[config.mk]
export PLATFORM = sky130hd
export DESIGN_NAME = ffsa_ctrl
export DESIGN_NICKNAME = d
export VERILOG_FILES = /design/src/rtl/ffsa_pkg.sv /design/src/rtl/ffsa_ctrl.sv
export SDC_FILE = /design/constraint.sdc
export NUM_CORES = 1
export LEC_CHECK = 0
export ABC_AREA = 1
export BUFFER_PORTS_ARGS = -buffer_cell sky130_fd_sc_hd__buf_2
export CELL_PAD_IN_SITES_DETAIL_PLACEMENT = 0
export CELL_PAD_IN_SITES_GLOBAL_PLACEMENT = 1
export CORE_MARGIN = 1
export CORE_UTILIZATION = 26
export CTS_CLUSTER_SIZE = 16
export DETAILED_ROUTE_END_ITERATION = 7
export PLACE_DENSITY_LB_ADDON = 0.1
export SYNTH_ARGS = -nofsm -noshare
export SYNTH_HDL_FRONTEND = slang
export SYNTH_SLANG_ARGS = --single-unit
export TNS_END_PERCENT = 100
[constraint.sdc]
create_clock -name clk -period 3.6 [get_ports clk]
set_input_delay 0.36 -clock clk [delete_from_list [all_inputs] [get_ports clk]]
set_output_delay 0.36 -clock clk [all_outputs]
set_load 0.1 [all_outputs]
[src/rtl/ffsa_pkg.sv]
package ffsa_pkg;

  localparam int MAX_SEG = 32;
  localparam int IDX_W   = $clog2(MAX_SEG);
  localparam int CNT_W   = $clog2(MAX_SEG + 1);
  localparam int AW      = 16;

  localparam logic [1:0] ST_DONE      = 2'd0;
  localparam logic [1:0] ST_NO_FIT    = 2'd1;
  localparam logic [1:0] ST_NOT_FOUND = 2'd2;
  localparam logic [1:0] ST_FULL      = 2'd3;

  localparam logic FUNC_RELEASE = 1'b1;

  localparam logic [3:0] CMD_NONE   = 4'd0;
  localparam logic [3:0] CMD_LOAD   = 4'd1;
  localparam logic [3:0] CMD_STEP_F = 4'd2;
  localparam logic [3:0] CMD_STEP_U = 4'd3;
  localparam logic [3:0] CMD_PASS_F = 4'd4;
  localparam logic [3:0] CMD_GRAB_U = 4'd5;
  localparam logic [3:0] CMD_TAKE   = 4'd6;
  localparam logic [3:0] CMD_INS_U  = 4'd7;
  localparam logic [3:0] CMD_MERGE  = 4'd8;

  typedef struct packed {
    logic [3:0]    op;
    logic [AW-1:0] amount;
    logic [AW-1:0] addr;
  } cmd_t;

  typedef struct packed {
    logic          amt_zero;
    logic          f_end;
    logic          f_fit;
    logic          f_lt;
    logic          f_full;
    logic          u_end;
    logic          u_lt;
    logic          u_hit;
    logic          u_full;
    logic          pm;
    logic          sm;
    logic [AW-1:0] st;
    logic [CNT_W-1:0] free_count;
    logic [CNT_W-1:0] used_count;
  } stat_t;

endpackage

[src/rtl/ffsa_ctrl.sv]
module ffsa_ctrl import ffsa_pkg::*; (
  input  logic          clk,
  input  logic          rst,
  input  logic          s_tvalid,
  output logic          s_tready,
  input  logic [31:0]   s_tdata,
  input  logic          s_tuser,
  output logic          m_tvalid,
  input  logic          m_tready,
  output logic [15:0]   m_tdata,
  output logic [1:0]    m_tuser,
  output cmd_t          cmd,
  input  stat_t         stat
);

  localparam logic [2:0] S_IDLE = 3'd0;
  localparam logic [2:0] S_ACHK = 3'd1;
  localparam logic [2:0] S_AFS  = 3'd2;
  localparam logic [2:0] S_AUS  = 3'd3;
  localparam logic [2:0] S_RUS  = 3'd4;
  localparam logic [2:0] S_RFS  = 3'd5;
  localparam logic [2:0] S_WAIT = 3'd6;

  logic [2:0] state, state_next;
  logic [1:0] res, res_next;
  logic       rel;

  assign s_tready = (state == S_IDLE);

  always_comb begin
    state_next = state;
    res_next   = res;
    cmd.op     = CMD_NONE;
    cmd.amount = s_tdata[15:0];
    cmd.addr   = s_tdata[31:16];
    case (state)
      S_IDLE: begin
        if (s_tvalid) begin
          cmd.op     = CMD_LOAD;
          state_next = (s_tuser == FUNC_RELEASE) ? S_RUS : S_ACHK;
        end
      end
      S_ACHK: begin
        if (stat.amt_zero) begin
          res_next = ST_NO_FIT; state_next = S_WAIT;
        end else begin
          state_next = S_AFS;
        end
      end
      S_AFS: begin
        if (stat.f_end) begin
          res_next = ST_NO_FIT; state_next = S_WAIT;
        end else if (stat.f_fit) begin
          if (stat.u_full) begin
            res_next = ST_FULL; state_next = S_WAIT;
          end else begin
            cmd.op = CMD_TAKE; state_next = S_AUS;
          end
        end else begin
          cmd.op = CMD_STEP_F;
        end
      end
      S_AUS: begin
        if (!stat.u_end && stat.u_lt) begin
          cmd.op = CMD_STEP_U;
        end else begin
          cmd.op = CMD_INS_U; res_next = ST_DONE; state_next = S_WAIT;
        end
      end
      S_RUS: begin
        if (stat.u_end) begin
          res_next = ST_NOT_FOUND; state_next = S_WAIT;
        end else if (stat.u_hit) begin
          cmd.op = CMD_GRAB_U; state_next = S_RFS;
        end else begin
          cmd.op = CMD_STEP_U;
        end
      end
      S_RFS: begin
        if (!stat.f_end && stat.f_lt) begin
          cmd.op = CMD_PASS_F;
        end else if (!stat.pm && !stat.sm && stat.f_full) begin
          res_next = ST_FULL; state_next = S_WAIT;
        end else begin
          cmd.op = CMD_MERGE; res_next = ST_DONE; state_next = S_WAIT;
        end
      end
      S_WAIT: begin
        if (!m_tvalid || m_tready) state_next = S_IDLE;
      end
      default: state_next = S_IDLE;
    endcase
  end

  always_ff @(posedge clk) begin
    if (rst) begin
      state    <= S_IDLE;
      m_tvalid <= 1'b0;
      res      <= ST_DONE;
      rel      <= 1'b0;
    end else begin
      state <= state_next;
      res   <= res_next;
      if (state == S_IDLE && s_tvalid) rel <= (s_tuser == FUNC_RELEASE);
      if (state == S_WAIT && (!m_tvalid || m_tready)) begin
        m_tvalid <= 1'b1;
        m_tuser  <= res;
        // Only a granted allocation reports a start address.
        m_tdata  <= (res == ST_DONE && !rel) ? stat.st : '0;
      end else if (m_tready) begin
        m_tvalid <= 1'b0;
      end
    end
  end

endmodule

==> flow_summary.ini <==
[outcome]
outcome = complete, no violations

[cells_and_area]
final_net_count = 308
drive_gt1_share_pct = 36.36
n_antenna_cell = 0
final_area_um2 = 1819
fillers = 717
syn_to_final_growth_pct = 9.077

[logic_synthesis]
syn_nets = 283
synthArstFlopShare_pct = 0
synth-compound-area-share_pct = 4.576
yosys.area_share.simple_pct = 30.38
synth_cells = 207
syn_avg_cell_area_um2 = 8.057
ys_seq_elements = 25
synth_fa_ha_area_share_pct = 0
synth_mux_area_share_pct = 0
synth_top_family_by_area = simple AND/OR/NAND/NOR gates
synth_xor_area_share_pct = 0
ys_types = 25
ys_warn_count = 0
ys_seq_area_share_pct = 40.81
synthFlopType = edfxtp_1
synth_edf_count = 18
synth_area_um2 = 1668

[routing]
dr_total_vias = 1300
drt_iter0_drc = 48
drc_errors = 0
wl_um = 3624
dr.pass1.iters = 4
antenna_left = 0
vias_per_cell = 4.248
wl_per_cell_um = 11.84

[floorplan]
ios = 132
rows = 28
initial_core_util_pct = 27.52
die_h_um = 82.09
core_um2 = 6061
dieWidth_um = 82.09
die_area_um2 = 6739

[min_path]
min_path_cells = 2
holdCritStartpoint = rst
holdPathEnd = state[1]$_SDFFE_PP0P_
hp-class = primary input to flip-flop

[setup_path]
slowest_stage = dfxtp_1
cp_max_fo = 8
cp.required_ps = 3240
path_common_cell = nand2_2
crit_arrival_ps = 1980
critPathLaunch = state[1]$_SDFFE_PP0P_
reg2regPathDepth = 3
end_kind = output port
timing.rr.end = m_tuser[0]$_DFFE_PP_
cp_top_family = flip-flops
crit_buf_inv = 1
worstSetupPathType = flip-flop to output port
max_stage_delay_ps = 690
rrSetupSlack_ps = 1820
r2r-start = state[2]$_SDFFE_PP0P_
cp_cell_sequence = nand2_2 -> nor2_2 -> nand2_2 -> o221ai_1 -> buf_2
startpoint_type = flip-flop

[sta]
layout_min_cycle_time_ps = 2345
relSlewSlack_pct = 57.83
fmax_mhz = 426.5
hold_violations = 0
tns_ps = 0
skew_ps = 15.05
finalSetupViolations = 0
timing.final.crit_share_pct = 65.13
grt_setup_unrepaired = no
tightest_slew_ps = 631.6
finalMaxSlewViolations = 0

[power_and_ir_drop]
p_seq_share_pct = 34.6
p_switching_uw = 631.9
power.share.clock_pct = 13.2
ir_drop_v = 0.0007059
swShare_pct = 51.25
share_comb_of_total_power_pct = 52.2
power.density_nw_per_um2 = 677.7
intPower_uw = 601.0
cellLeakagePower_uw = 0.0009060

[clock_tree]
cts-root-buf = clkbuf_8
cts_made_buffers = 3
htree_levels = 1
clockBufferDepth = 2
cts_tree = done
clock_latency_ps = 270
post-cts-setup-buffer-count = 0
cts_resized = 0
clk_pin_slew_worst_paths_ps = 90
cts.sinks = 25
postCtsHoldBufs = 0

[global_routing]
grt_pass1_vias = 1245
gr-total-overflow = 0
grtUsageTotal_pct = 11.02
grt_max_degree = 19
antenna_found_initial = 0
grt_pass1_wl_um = 5561

[placed_design]
portBuffers = 55
place_area_um2 = 1773
place.gp.congestion = 0.7606
dp_hpwl_um = 3014

[job]
maxCapViolCount = 0
how the worst max path moves through the flow:
stage,end,cells past startpoint
after global routing,cmd[32],6
after CTS,cmd[34],5
final,cmd[34],5
after floorplan,m_tdata[0]$_SDFFCE_PN0P_,3
after detailed placement,cmd[34],5
after global placement,cmd[34],5
routing by layer:
layer / global-route usage, % / vias to the layer above / routed length (µm)
met5: 0 / - / 0
met4: 7.544 / 0 / 122
met3: 1.758 / 18 / 351
met2: 18.76 / 71 / 1635
met1: 12.59 / 550 / 1515
li1: - / 661 / -
kinds of logic after synthesis:
| kind of cell | Yosys count |
|---|---|
| buf+inv | 69 |
| compound gates | 13 |
| flops | 25 |
| simple gates | 100 |
power by group through the flow:
stage / registers (µW) / logic (µW) / clock network [µW]
after floorplan: 430 / 719 / 0
after global placement: 437 / 658 / 0
after detailed placement: 436 / 655 / 0
after CTS: 428 / 658 / 170
after global routing: 435 / 713 / 179
final: 426 / 644 / 163
worst register-to-register path, cell delays in order (launching register included):
cell,delay (ps)
dfxtp_1,730
nand2_2,180
nor4_2,240
buf_4,300
flip-flops by register name, indices dropped and copies added, names as in the netlist:
signal    count
state         3
m_tdata      16
res           2
rel           1
m_tuser       2
m_tvalid      1
per-stage QoR:
| step | hold WS, ps | worst slack (ps) | power, µW | cells | utilization, % |
|---|---|---|---|---|---|
| 2_1_floorplan | 429.1 | 563.4 | 1149 | 207 | - |
| 3_5_place_dp | 450.5 | 1540 | 1091 | 302 | 29.25 |
| 5_1_grt | 354.7 | 1111 | 1327 | 306 | 30.02 |
| 4_1_cts | 336.6 | 1229 | 1256 | 306 | 30.02 |
| 3_3_place_gp | 443.8 | 1507 | 1095 | 302 | 29.25 |
| 6_report | 339.4 | 1255 | 1233 | 306 | 30.02 |
area by class of cell:
cell class                 instances  area (µm²)  area share, %
multi-input combinational        113       589.3          32.39
tap                               75       93.84          5.158
sequential                        25       680.7          37.41
clock buffer                       3       41.29          2.270
inverter                          33       126.4          6.946
clock inverter                     1       5.005         0.2751
timing repair buffer              56       282.8          15.54
synth_stat cells (3+ instances only):
cell type / number / area share, %
nor2_1: 39 / 8.8
nand2_2: 4 / 1.5
a21oi_1: 6 / 1.8
nand2_1: 30 / 6.8
buf_6: 3 / 2.0
nor2_4: 3 / 2.0
nand3_2: 4 / 2.4
inv_1: 29 / 6.5
inv_2: 3 / 0.68
edfxtp_1: 18 / 32
nand3_1: 10 / 3.0
nor2_2: 5 / 1.9
dfxtp_1: 7 / 8.4
buf_4: 32 / 14
cell usage in the layout, fill, tap and decap left out, drive strengths merged:
| cell type | count |
|---|---|
| nor2 | 48 |
| o21ai | 3 |
| nand2 | 34 |
| nand4 | 1 |
| clkbuf | 3 |
| a21oi | 6 |
| nand3 | 16 |
| o21a | 1 |
| dfxtp | 7 |
| inv | 33 |
| clkinv | 1 |
| nor4 | 1 |
| edfxtp | 18 |
| buf | 56 |
| o221ai | 1 |
| o211ai | 2 |
Note: power is estimated with default switching activity, not from simulation.
